==> src/sv/asev_pkg.sv <==
// Shared types and constants for the arcsine series pipeline.
package asev_pkg;

    localparam int unsigned QW        = 41;
    localparam int unsigned FRAC_GAP  = 10;
    localparam int unsigned ARG_W     = 32;
    localparam int unsigned MAG_W     = 31;
    localparam int unsigned SQ_W      = 61;

    localparam logic [MAG_W-1:0] ONE_Q30  = 31'd1073741824;
    localparam logic [MAG_W-1:0] ASIN_MAX = 31'd1686629713;

    // One item in flight between term stages; sum excludes the current term.
    typedef struct packed {
        logic          vld;
        logic          neg;
        logic [QW-1:0] x2;
        logic [QW-1:0] term;
        logic [QW-1:0] sum;
    } asev_lane_t;

endpackage

==> src/sv/asev_front.sv <==
// Input stages: sign split, magnitude clamp and x squared.
module asev_front (
    input  logic                              aclk,
    input  logic                              aresetn,
    input  logic                              en,
    input  logic                              in_vld,
    input  logic signed [asev_pkg::ARG_W-1:0] in_arg,
    output asev_pkg::asev_lane_t              lane_o
);

    logic                          neg_next;
    logic [asev_pkg::ARG_W-1:0]    abs_val;
    logic [asev_pkg::MAG_W-1:0]    mag_next;

    logic                          vld0_reg;
    logic                          neg0_reg;
    logic [asev_pkg::MAG_W-1:0]    mag0_reg;

    logic                          vld1_reg;
    logic                          neg1_reg;
    logic [asev_pkg::MAG_W-1:0]    mag1_reg;
    logic [asev_pkg::SQ_W-1:0]     sq1_reg;
    logic [asev_pkg::SQ_W-1:0]     sq1_next;

    always_comb begin
        neg_next = in_arg[asev_pkg::ARG_W-1];
        abs_val  = neg_next ? (~in_arg + 32'd1) : in_arg;
        if (abs_val > {1'b0, asev_pkg::ONE_Q30}) begin
            mag_next = asev_pkg::ONE_Q30;
        end else begin
            mag_next = abs_val[asev_pkg::MAG_W-1:0];
        end
    end

    assign sq1_next = 61'(mag0_reg) * 61'(mag0_reg);

    always_ff @(posedge aclk) begin
        if (!aresetn) begin
            vld0_reg <= 1'b0;
            vld1_reg <= 1'b0;
        end else if (en) begin
            vld0_reg <= in_vld;
            vld1_reg <= vld0_reg;
        end
    end

    always_ff @(posedge aclk) begin
        if (en) begin
            neg0_reg <= neg_next;
            mag0_reg <= mag_next;
            neg1_reg <= neg0_reg;
            mag1_reg <= mag0_reg;
            sq1_reg  <= sq1_next;
        end
    end

    // term0 = |x| in Q.40; x^2 in Q.40 = mag^2 >> 20
    always_comb begin
        lane_o.vld  = vld1_reg;
        lane_o.neg  = neg1_reg;
        lane_o.x2   = sq1_reg[60:20];
        lane_o.term = {mag1_reg, 10'b0};
        lane_o.sum  = '0;
    end

endmodule

==> config.mk <==
export PLATFORM = sky130hd
export DESIGN_NAME = asev_front
export DESIGN_NICKNAME = d
export VERILOG_FILES = /design/src/sv/asev_pkg.sv /design/src/sv/asev_front.sv
export SDC_FILE = /design/constraint.sdc
export NUM_CORES = 2
export LEC_CHECK = 0
export ABC_AREA = 1
export BUFFER_PORTS_ARGS = -buffer_cell sky130_fd_sc_hd__buf_2
export CAP_MARGIN = 0
export CORE_MARGIN = 2
export CORE_UTILIZATION = 52
export DETAILED_ROUTE_END_ITERATION = 10
export HOLD_SLACK_MARGIN = 0.05
export PLACE_DENSITY = 0.69
export SYNTH_ARGS = -nofsm -noshare
export SYNTH_HDL_FRONTEND = slang
export SYNTH_SLANG_ARGS = --single-unit
==> constraint.sdc <==
create_clock -name aclk -period 8.61 [get_ports aclk]
set_input_delay 0.861 -clock aclk [delete_from_list [all_inputs] [get_ports aclk]]
set_output_delay 0.861 -clock aclk [all_outputs]
set_load 0.05 [all_outputs]
==> impl_results.md <==
* Clock sinks at approximately 110
* Compound-Gate Fraction of Synth Area at 4.38%
* RSZ-0062 raised after global routing: false
* Yosys cell types at 45
* Post-Synth XOR/XNOR Area at 1.45%
* CP peak stage delay at 1210 ps
* Crit Path Category: flop to flop
* Adder-Cell Fraction of Synth Area at a little over half
* Critical path capture point type: flop
* Hold buffer count at CTS at 0
* Relative slew slack at 14.7%
* Routed len/inst at 17.9 um
* Initial antenna violation count at 1
* Gr ovfl total at 0
* CTS Buffer Depth at 2
* Largest delay share family, worst path: adder cells
* Port Buffer Count at 109
* Starting density of the core at 52.7%
* Crit path DAT at 8510 ps
* Top FF cell, synth: edfxtp_1
* Row cnt at between 90 and 100
* Run status: finished clean
* Clk slew on worst S/H paths at ~90 ps
* R2R depth at 23
* Worst slew pin tran at 1280 ps
* Total GRT Usage at 27.8%
* Avg Cell Area, Syn at around 8.5 um^2
* Routed WL at 87.3 mm
* Top-area cell type share of the netlist area at 44.9%
* Final setup fails at 0
* #FFs+latches synth at approximately 110
* # Post-CTS Setup Buffers at 0
* HP Class: flop to flop
* Hpwl dp at 74.2 mm
* Fin. max-slew vios at 0
* Setup WS pre-CTS at 343 ps
* GP Congestion at 0.940
* 1st-iter DRT viols at 1,671
* Largest family of logic cells by synthesized area: adder cells
* Largest net degree at the start of global routing at 73
* Critical path peak fanout at 19
* CP max-delay cell: edfxtp_1
* Post-layout nets at 5,060
* Vias in the first global route at 25,700
* DR DRC count at 0
* Post-Synth Simple-Gate Area at approximately an eighth
* Layout Utilization at 55.6%
* Post-synthesis mux area share at 0%
* Clock root cell: clkbuf_16
* Resize count post-CTS at 0
* Die width at 257 um
* Max Freq at 0.120 GHz
* CP Depth at 23
* CP dominant cell by count: fa_1
* Tcrit/Tclk final at 96.9%
* CTS Buf Count at 9
* Post-synth EDFFs at between 100 and 150
* Post-synth ARST share at 0%
* Share of layout cells above drive strength 1 at 6.56%
* Most common cell after layout, fill and taps aside: inv_1
* Core area at 0.0632 mm^2
* Multi-input logic area at 0.0245 mm^2
* Die area at roughly 0.066 mm^2
* First-pass GRT wire length at 141 mm
* Die Ht at 257 um
* Sequential Area at 0.00319 mm^2
* Final hold vios at 0
* DRT Pass-1 Iters at 6
* I/O pins at 161
* Crit start category: flop
* N_diodes at 0
* Worst path bufs/invs at 6
* Vias at 24,300
* Final worst path period need at 8340 ps
* YS warnings at 0
* Synthesized area at 0.0333 mm^2
* CTS H-Tree Depth at 3
* Crit path required time at 8770 ps
* Hold path depth at 0
* Largest cells by area after synthesis: fa_1 45%, inv_1 15%, ha_1 9.6%, edfxtp_1 9.5%, nand2_1 8.6%
* Critical path, cell by cell: nand2_1 -> inv_1 -> fa_1 -> inv_1 -> fa_1 -> fa_1 -> inv_1 -> fa_1 -> inv_1 -> fa_1 -> fa_1 -> fa_1 -> fa_1 -> inv_1 -> ha_1 -> nand2_1 -> nor2_1 -> inv_1 -> nor2_1 -> nand3_1 -> o21ai_0 -> a21oi_1 -> xor2_1
* Final setup TNS at 0 ps
* Vias/cell at 4.99
* Fill count at 5,857
* Maxcap violations at 0
* Commonest non-fill, non-tap cells in the layout: 1,306 x inv_1, 762 x nand2_1, 746 x fa_1
* Post-synthesis sequential area ratio at 9.59%
* Skew-Pair Late Insertion Delay at around 400 ps
* Layout area overhead at 5.57%
* Worst setup margin at 266 ps
* Clk_skew at roughly 18 ps
* CTS tree: built
* Max reg flops at between 40 and 50
* Top cell type by total area after synthesis: fa_1
* Post-synthesis instance total at 3,939
* Final ANT Viol Nets at 0
==> stage by stage <==
stage	cell area (um^2)	hold slack, ps	instances
after detailed placement	34800	416	4857
final	35100	431	4873
after floorplan	33500	400	3989
after global routing	35100	455	4873
after CTS	35100	437	4873
after global placement	34800	405	4857
==> worst paths after layout <==
kind	start	endpoint	slack, ps
worst min register to register	neg0_reg	neg1_reg	430
worst max register to register	mag0_reg[13]	sq1_reg[43]	270
worst max-delay path	mag0_reg[13]	sq1_reg[43]	270
worst min-delay path	neg0_reg	neg1_reg	430
==> cell families (layout without fill, tap and decap cells) <==
logic type,count (synthesis),in the layout
buffers and inverters,1470,1508
adder cells (fa/ha/maj),1002,1002
AND/OR/NAND/NOR,1065,1065
AO/OA/AOI/OAI,239,239
flip-flops,107,107
other,1,51
XOR/XNOR,55,55
==> cell usage after synthesis (all sizes together), types with 8 or more instances <==
library cell	n
nand3b	9
edfxtp	105
nor2	189
xnor2	19
o21ai	57
xor2	36
nand3	60
buf	70
inv	1311
a21o	9
fa	746
o21bai	22
ha	256
a31oi	13
clkbuf	89
a21oi	119
nand4	9
a21boi	8
nor3	18
nand2	774
==> worst register-to-register path, stage by stage, from the launching register on <==
cell,delay (ps)
edfxtp_1,1210
nand2_1,280
inv_1,150
fa_1,400
inv_1,110
fa_1,460
fa_1,500
inv_1,60
fa_1,510
inv_1,60
fa_1,570
fa_1,440
fa_1,470
fa_1,490
inv_1,40
ha_1,380
nand2_1,140
nor2_1,110
inv_1,100
nor2_1,130
nand3_1,90
o21ai_0,700
a21oi_1,290
xor2_1,410
==> routing by layer <==
metal	track usage, %	up-vias	part of all wire, %
met5	0	-	0
li1	-	11300	-
met3	4.14	132	6.6
met4	8.03	0	3.4
met1	38.3	12100	43
met2	45.8	782	47
==> cell type report <==
cell class / count / share of cell area, %
Sequential cell: 107 / 9.09
Tap cell: 846 / 3.01
Multi-Input combinational cell: 2412 / 69.8
Clock buffer: 10 / 0.652
Inverter: 1311 / 14.0
Timing Repair Buffer: 181 / 3.24
Clock inverter: 6 / 0.192
Power is left out: the tool's default activity adds up to more than one toggle a clock period on the data nets, which glitch-free logic cannot reach.
