## src/sv/asev_pkg.sv

```systemverilog
// Shared types and constants for the arcsine series pipeline.
package asev_pkg;

    localparam int unsigned QW        = 41;
    localparam int unsigned FRAC_GAP  = 10;
    localparam int unsigned ARG_W     = 32;
    localparam int unsigned MAG_W     = 31;
    localparam int unsigned SQ_W      = 61;

    localparam logic [MAG_W-1:0] ONE_Q30  = 31'd1073741824;
    localparam logic [MAG_W-1:0] ASIN_MAX = 31'd1686629713;

    // One item in flight between term stages; sum excludes the current term.
    typedef struct packed {
        logic          vld;
        logic          neg;
        logic [QW-1:0] x2;
        logic [QW-1:0] term;
        logic [QW-1:0] sum;
    } asev_lane_t;

endpackage

```

## src/sv/asev_back.sv

```systemverilog
// Final sum, rescale, saturation, sign, and the output register with skid entry.
module asev_back (
    input  logic                              aclk,
    input  logic                              aresetn,
    input  asev_pkg::asev_lane_t              lane_i,
    output logic                              pipe_en,
    output logic                              out_vld,
    input  logic                              out_rdy,
    output logic signed [asev_pkg::ARG_W-1:0] out_val
);

    logic                          b1_vld_reg;
    logic                          b1_neg_reg;
    logic [asev_pkg::QW-1:0]       b1_total_reg;

    logic [asev_pkg::MAG_W-1:0]    res_mag;
    logic [asev_pkg::MAG_W-1:0]    res_cap;
    logic [asev_pkg::ARG_W-1:0]    res_val;

    logic                          out_vld_reg;
    logic [asev_pkg::ARG_W-1:0]    out_val_reg;
    logic                          skid_vld_reg;
    logic [asev_pkg::ARG_W-1:0]    skid_val_reg;

    assign pipe_en = !skid_vld_reg;

    always_ff @(posedge aclk) begin
        if (!aresetn) begin
            b1_vld_reg <= 1'b0;
        end else if (pipe_en) begin
            b1_vld_reg <= lane_i.vld;
        end
    end

    always_ff @(posedge aclk) begin
        if (pipe_en) begin
            b1_neg_reg   <= lane_i.neg;
            b1_total_reg <= lane_i.sum + lane_i.term;
        end
    end

    always_comb begin
        res_mag = b1_total_reg[asev_pkg::QW-1:asev_pkg::FRAC_GAP];
        if (res_mag > asev_pkg::ASIN_MAX) begin
            res_cap = asev_pkg::ASIN_MAX;
        end else begin
            res_cap = res_mag;
        end
        if (b1_neg_reg) begin
            res_val = ~{1'b0, res_cap} + 32'd1;
        end else begin
            res_val = {1'b0, res_cap};
        end
    end

    always_ff @(posedge aclk) begin
        if (!aresetn) begin
            out_vld_reg  <= 1'b0;
            skid_vld_reg <= 1'b0;
        end else if (skid_vld_reg) begin
            if (out_rdy) begin
                skid_vld_reg <= 1'b0;
            end
        end else if (out_vld_reg && !out_rdy) begin
            if (b1_vld_reg) begin
                skid_vld_reg <= 1'b1;
            end
        end else begin
            out_vld_reg <= b1_vld_reg;
        end
    end

    always_ff @(posedge aclk) begin
        if (skid_vld_reg) begin
            if (out_rdy) begin
                out_val_reg <= skid_val_reg;
            end
        end else if (out_vld_reg && !out_rdy) begin
            skid_val_reg <= res_val;
        end else begin
            out_val_reg <= res_val;
        end
    end

    assign out_vld = out_vld_reg;
    assign out_val = out_val_reg;

endmodule

```

## config.mk

```make
export PLATFORM = sky130hd
export DESIGN_NAME = asev_back
export DESIGN_NICKNAME = d
export VERILOG_FILES = /design/src/sv/asev_pkg.sv /design/src/sv/asev_back.sv
export SDC_FILE = /design/constraint.sdc
export NUM_CORES = 1
export LEC_CHECK = 0
export BUFFER_PORTS_ARGS = -buffer_cell sky130_fd_sc_hd__buf_2
export CELL_PAD_IN_SITES_DETAIL_PLACEMENT = 0
export CELL_PAD_IN_SITES_GLOBAL_PLACEMENT = 1
export CORE_AREA = 2 2 133 135
export CTS_CLUSTER_DIAMETER = 100
export DETAILED_ROUTE_END_ITERATION = 7
export DIE_AREA = 0 0 135 137
export HOLD_SLACK_MARGIN = 0.02
export PLACE_DENSITY = 0.77
export SYNTH_ARGS = -nofsm -noshare
export SYNTH_HDL_FRONTEND = slang
export SYNTH_SLANG_ARGS = --single-unit
export TNS_END_PERCENT = 1
```

## constraint.sdc

```tcl
create_clock -name aclk -period 4.1 [get_ports aclk]
set_input_delay 0.205 -clock aclk [delete_from_list [all_inputs] [get_ports aclk]]
set_output_delay 0.205 -clock aclk [all_outputs]
set_load 0.05 [all_outputs]
```

==> results by stage <==
Status:
- The flow ran to the end, and the final reports show no timing, DRC or antenna violations.

Place:
- The sum of net half-perimeters after detailed placement is 11.1 mm.
- Routability-driven placement finished with a final weighted congestion of 0.874.
- Buffers placed on the I/O ports in this run total 120.
- The area of placed instances is 7230 sq um.

Floorplan:
- The total area inside the core boundary comes to 17,100 sq um.
- In this run the vertical extent of the chip is approximately 140 microns.
- In this run the count of I/O pins placed on the die edge is around 160.
- The floorplan step set the die width to 135 microns.
- For this configuration, the core starts out at a cell density of 0.362.
- The floorplan step defined a die boundary enclosing 18,500 sq um.
- The floorplan has 48 rows.

Clock network:
- The tree built by TritonCTS fans out to just under 100 sinks.
- The clock buffer count from CTS is 9.
- Clock-pin slew was measured on the worst setup and hold paths at 0.08 ns.
- After clock tree synthesis, the setup repair step added 0 buffers.
- The maximum number of buffers from clock root to sink is 2.
- In this run the number of H-tree levels came out at 3.
- The post-cts hold buffer count is 0.
- TritonCTS built the clock tree.
- For the worst-skew pair, the clock arrives at the later sink with an insertion delay of 0.35 ns.
- The CTS root buffer is sky130_fd_sc_hd__clkbuf_16.

Synth:
- The synthesized net count is 737.
- The leading register cell type out of synthesis is sky130_fd_sc_hd__edfxtp_1.
- The post-synthesis async set-or-reset flop share is 0.
- Yosys mapped a number of flops with a built-in enable equal to 96.
- The synthesized netlist cell count is 569.
- The number of synthesized register bits is 99.
- The fraction of the yosys area taken by sequential cells is 0.476.
- For this run, the number of Yosys warnings is 0.
- After synthesis, the mean cell area works out to 10.9 sq um.
- The number of library cell types mapped by synthesis is 67.
- After synthesis the cells add up to 6180 sq um.

Finish:
- After filler insertion, the fill cell instance count of the layout stands at roughly 1,600.
- The number of antenna diodes in the final layout is 0.
- Of the cells placed in the final design, the portion with a size suffix greater than 1 is 0.305.
- The post-synthesis to final-layout area growth is 22.1%.
- Once layout is complete, the utilization of the core stands at 0.442.
- The number of nets in the layout is a little under 900.
- The most common library cell in the layout ignoring fill and taps is sky130_fd_sc_hd__buf_2.
- The library cells used most frequently in the layout, excluding fill and tap cells, are sky130_fd_sc_hd__buf_2 (120), sky130_fd_sc_hd__edfxtp_1 (96), sky130_fd_sc_hd__nor2_1 (44).
- The area of all placed cells without fillers is 7540 sq um.

Setup path:
- STA classifies the critical path startpoint as a register.
- The slowest cell on the critical path is sky130_fd_sc_hd__or4_4.
- The total buffers and inverters traversed by the critical path is 0.
- The classification of the worst setup path is register to register.
- The worst setup path is captured at a register.
- The startpoint of the most critical setup path is b1_total_reg[22].
- The data required time of the critical path is 4.20 ns.
- In this design, the largest share of critical-path delay is due to simple AND/OR/NAND/NOR gates.
- The stage delay of the slowest cell on the critical path is 0.49 ns.
- In this run the critical register-to-register path is launched from b1_total_reg[22].
- The signal on the critical path passes through nor4bb_1 -> nand4b_1 -> or4_4 -> mux2_2 -> and2_1 -> nor2_2 -> ha_2 -> nand3_2 -> or3_4 -> or3_4 -> nor2_4 -> nand3_1 -> a221o_1 -> mux2_2.
- The arrival time at the worst endpoint is 4.12 ns.
- Along the worst path, the maximum fanout reaches 3.

Global route:
- The first global-routing pass estimated 23.7 mm of wire.
- Entering global routing, the biggest net connects 35 pins.
- The total routing resource utilization after global routing is 0.157.
- The number of global-route vias before repair is 4,785.
- The number of antenna violations at the first check in global routing was 0.
- The total global routing overflow is 0.

Timing:
- Hold timing on the final database bottoms out at a slack of slightly below 0.03 ns.
- Setup repair after global routing could not meet its margin everywhere.
- Based on the critical path, the design can be clocked at up to about 250 MHz.
- For the pin with the worst max-slew slack, the measured transition is 0.700 ns.
- The max-slew headroom at the worst pin is 0.532.
- The final critical-path share of the clock period is 0.979.
- The final count of pins violating max slew is 0.
- The clock skew after layout is 0.0104 ns.
- The shortest period the worst path allows is 4.01 ns.
- The number of hold violations in the final report was 0.
- Setup violations remaining at the end of the flow were counted as 0.

Power and ir drop:
- The analysis attributes to cell leakage a power of between 3 and 4 nW.
- The maximum ir drop on the vdd rail is 0.000304 V.
- The ratio of total power to cell area is 476 nW/um^2.
- Power comes to 3.59 mW.

Routing:
- The routed layout has 4,963 vias.
- The average wire per standard cell is about 15 microns.
- The count of nets left with antenna violations once routing finished came out at 0.
- The post-detailed-route DRC marker count is 0.
- The count of routing violations after the opening detailed-route iteration is 308.
- The iteration count of the initial detailed-routing pass is 4.
- After detailed routing, the total wire length is between 10 and 15 mm.
- The mean number of vias per cell is between 5 and 6.

Min path:
- The worst min-delay path startpoint is lane_i[123].
- The classification of the worst-slack hold path is input pin to register.

Job:
- The tool flagged a number of max-cap violations equal to 0.
-- report_power, final --
part / switching (mW) / internal, mW
Sequential: 0.100 / 1.37
Combinational: 0.850 / 0.462
Clock: 0.383 / 0.420
Total: 1.33 / 2.26
-- metrics by stage --
step / setup TNS [ns] / setup WS, ns / cells
floorplan: 0 / 0.0248 / 569
global placement: 0 / 0.129 / 927
detailed placement: 0 / 0.0433 / 927
CTS: 0 / 0.0177 / 943
global route: -0.115 / -0.0706 / 943
finish: 0 / 0.0871 / 943
-- metal layers --
layer,global-route usage,vias up,share of wire
li1,-,2482,-
met1,0.221,2345,0.49
met2,0.257,128,0.46
met3,0.0178,8,0.041
met4,0.0434,0,0.012
met5,0,-,0
-- final cells by class --
cell class,count,area [sq um],share of cell area
Multi-Input combinational cell,440,3160,0.419
Sequential cell,99,2940,0.390
Clock inverter,7,57.6,0.00763
Timing Repair Buffer,150,826,0.110
Inverter,13,48.8,0.00647
Clock buffer,9,225,0.0299
Tap cell,225,282,0.0373
-- worst paths after layout --
check | endpoint | slack, ns | depth (start not counted)
setup / recovery | out_val[26] | 0.09 | 14
hold / removal | b1_neg_reg | 0.03 | 1
setup reg to reg | out_val[26] | 0.09 | 14
hold reg to reg | out_vld | 0.54 | 2
-- timing repair --
action / 4_1_cts / 5_1_grt
setup endpoints to repair: 0 / 6
endpoints found under the hold margin: 0 / 0
resized for setup: 0 / 7
-- kinds of logic after synthesis --
group | share of synthesized area
compound gates | 0.160
xor+xnor | 0.0496
fa+ha+maj | 0.0810
buf+inv | 0.0184
flops | 0.476
mux | 0.0549
simple gates | 0.159
-- synthesized netlist by cell type, types with 4 or more instances --
library cell / count / share of area
sky130_fd_sc_hd__a21o_1: 14 / 0.017
sky130_fd_sc_hd__a21oi_1: 42 / 0.034
sky130_fd_sc_hd__a221o_1: 4 / 0.0065
sky130_fd_sc_hd__a31oi_1: 10 / 0.010
sky130_fd_sc_hd__and3_1: 9 / 0.0091
sky130_fd_sc_hd__and4_1: 4 / 0.0057
sky130_fd_sc_hd__clkbuf_1: 14 / 0.0085
sky130_fd_sc_hd__edfxtp_1: 96 / 0.47
sky130_fd_sc_hd__ha_1: 40 / 0.081
sky130_fd_sc_hd__inv_1: 12 / 0.0073
sky130_fd_sc_hd__mux2_2: 27 / 0.049
sky130_fd_sc_hd__nand2_1: 43 / 0.026
sky130_fd_sc_hd__nand2b_1: 5 / 0.0051
sky130_fd_sc_hd__nand3_1: 9 / 0.0073
sky130_fd_sc_hd__nand3b_1: 4 / 0.0049
sky130_fd_sc_hd__nand4_1: 8 / 0.0081
sky130_fd_sc_hd__nor2_1: 46 / 0.028
sky130_fd_sc_hd__nor2b_1: 4 / 0.0040
sky130_fd_sc_hd__nor3_1: 21 / 0.017
sky130_fd_sc_hd__o21a_1: 6 / 0.0073
sky130_fd_sc_hd__o21ai_0: 25 / 0.020
sky130_fd_sc_hd__o311ai_0: 4 / 0.0057
sky130_fd_sc_hd__o31ai_1: 5 / 0.0061
sky130_fd_sc_hd__o41ai_1: 5 / 0.0071
sky130_fd_sc_hd__or2_2: 4 / 0.0040
sky130_fd_sc_hd__or3_1: 5 / 0.0051
sky130_fd_sc_hd__or4_1: 6 / 0.0073
sky130_fd_sc_hd__xnor2_1: 22 / 0.031
sky130_fd_sc_hd__xor2_1: 13 / 0.018
Note: power is estimated with default switching activity, not from simulation.
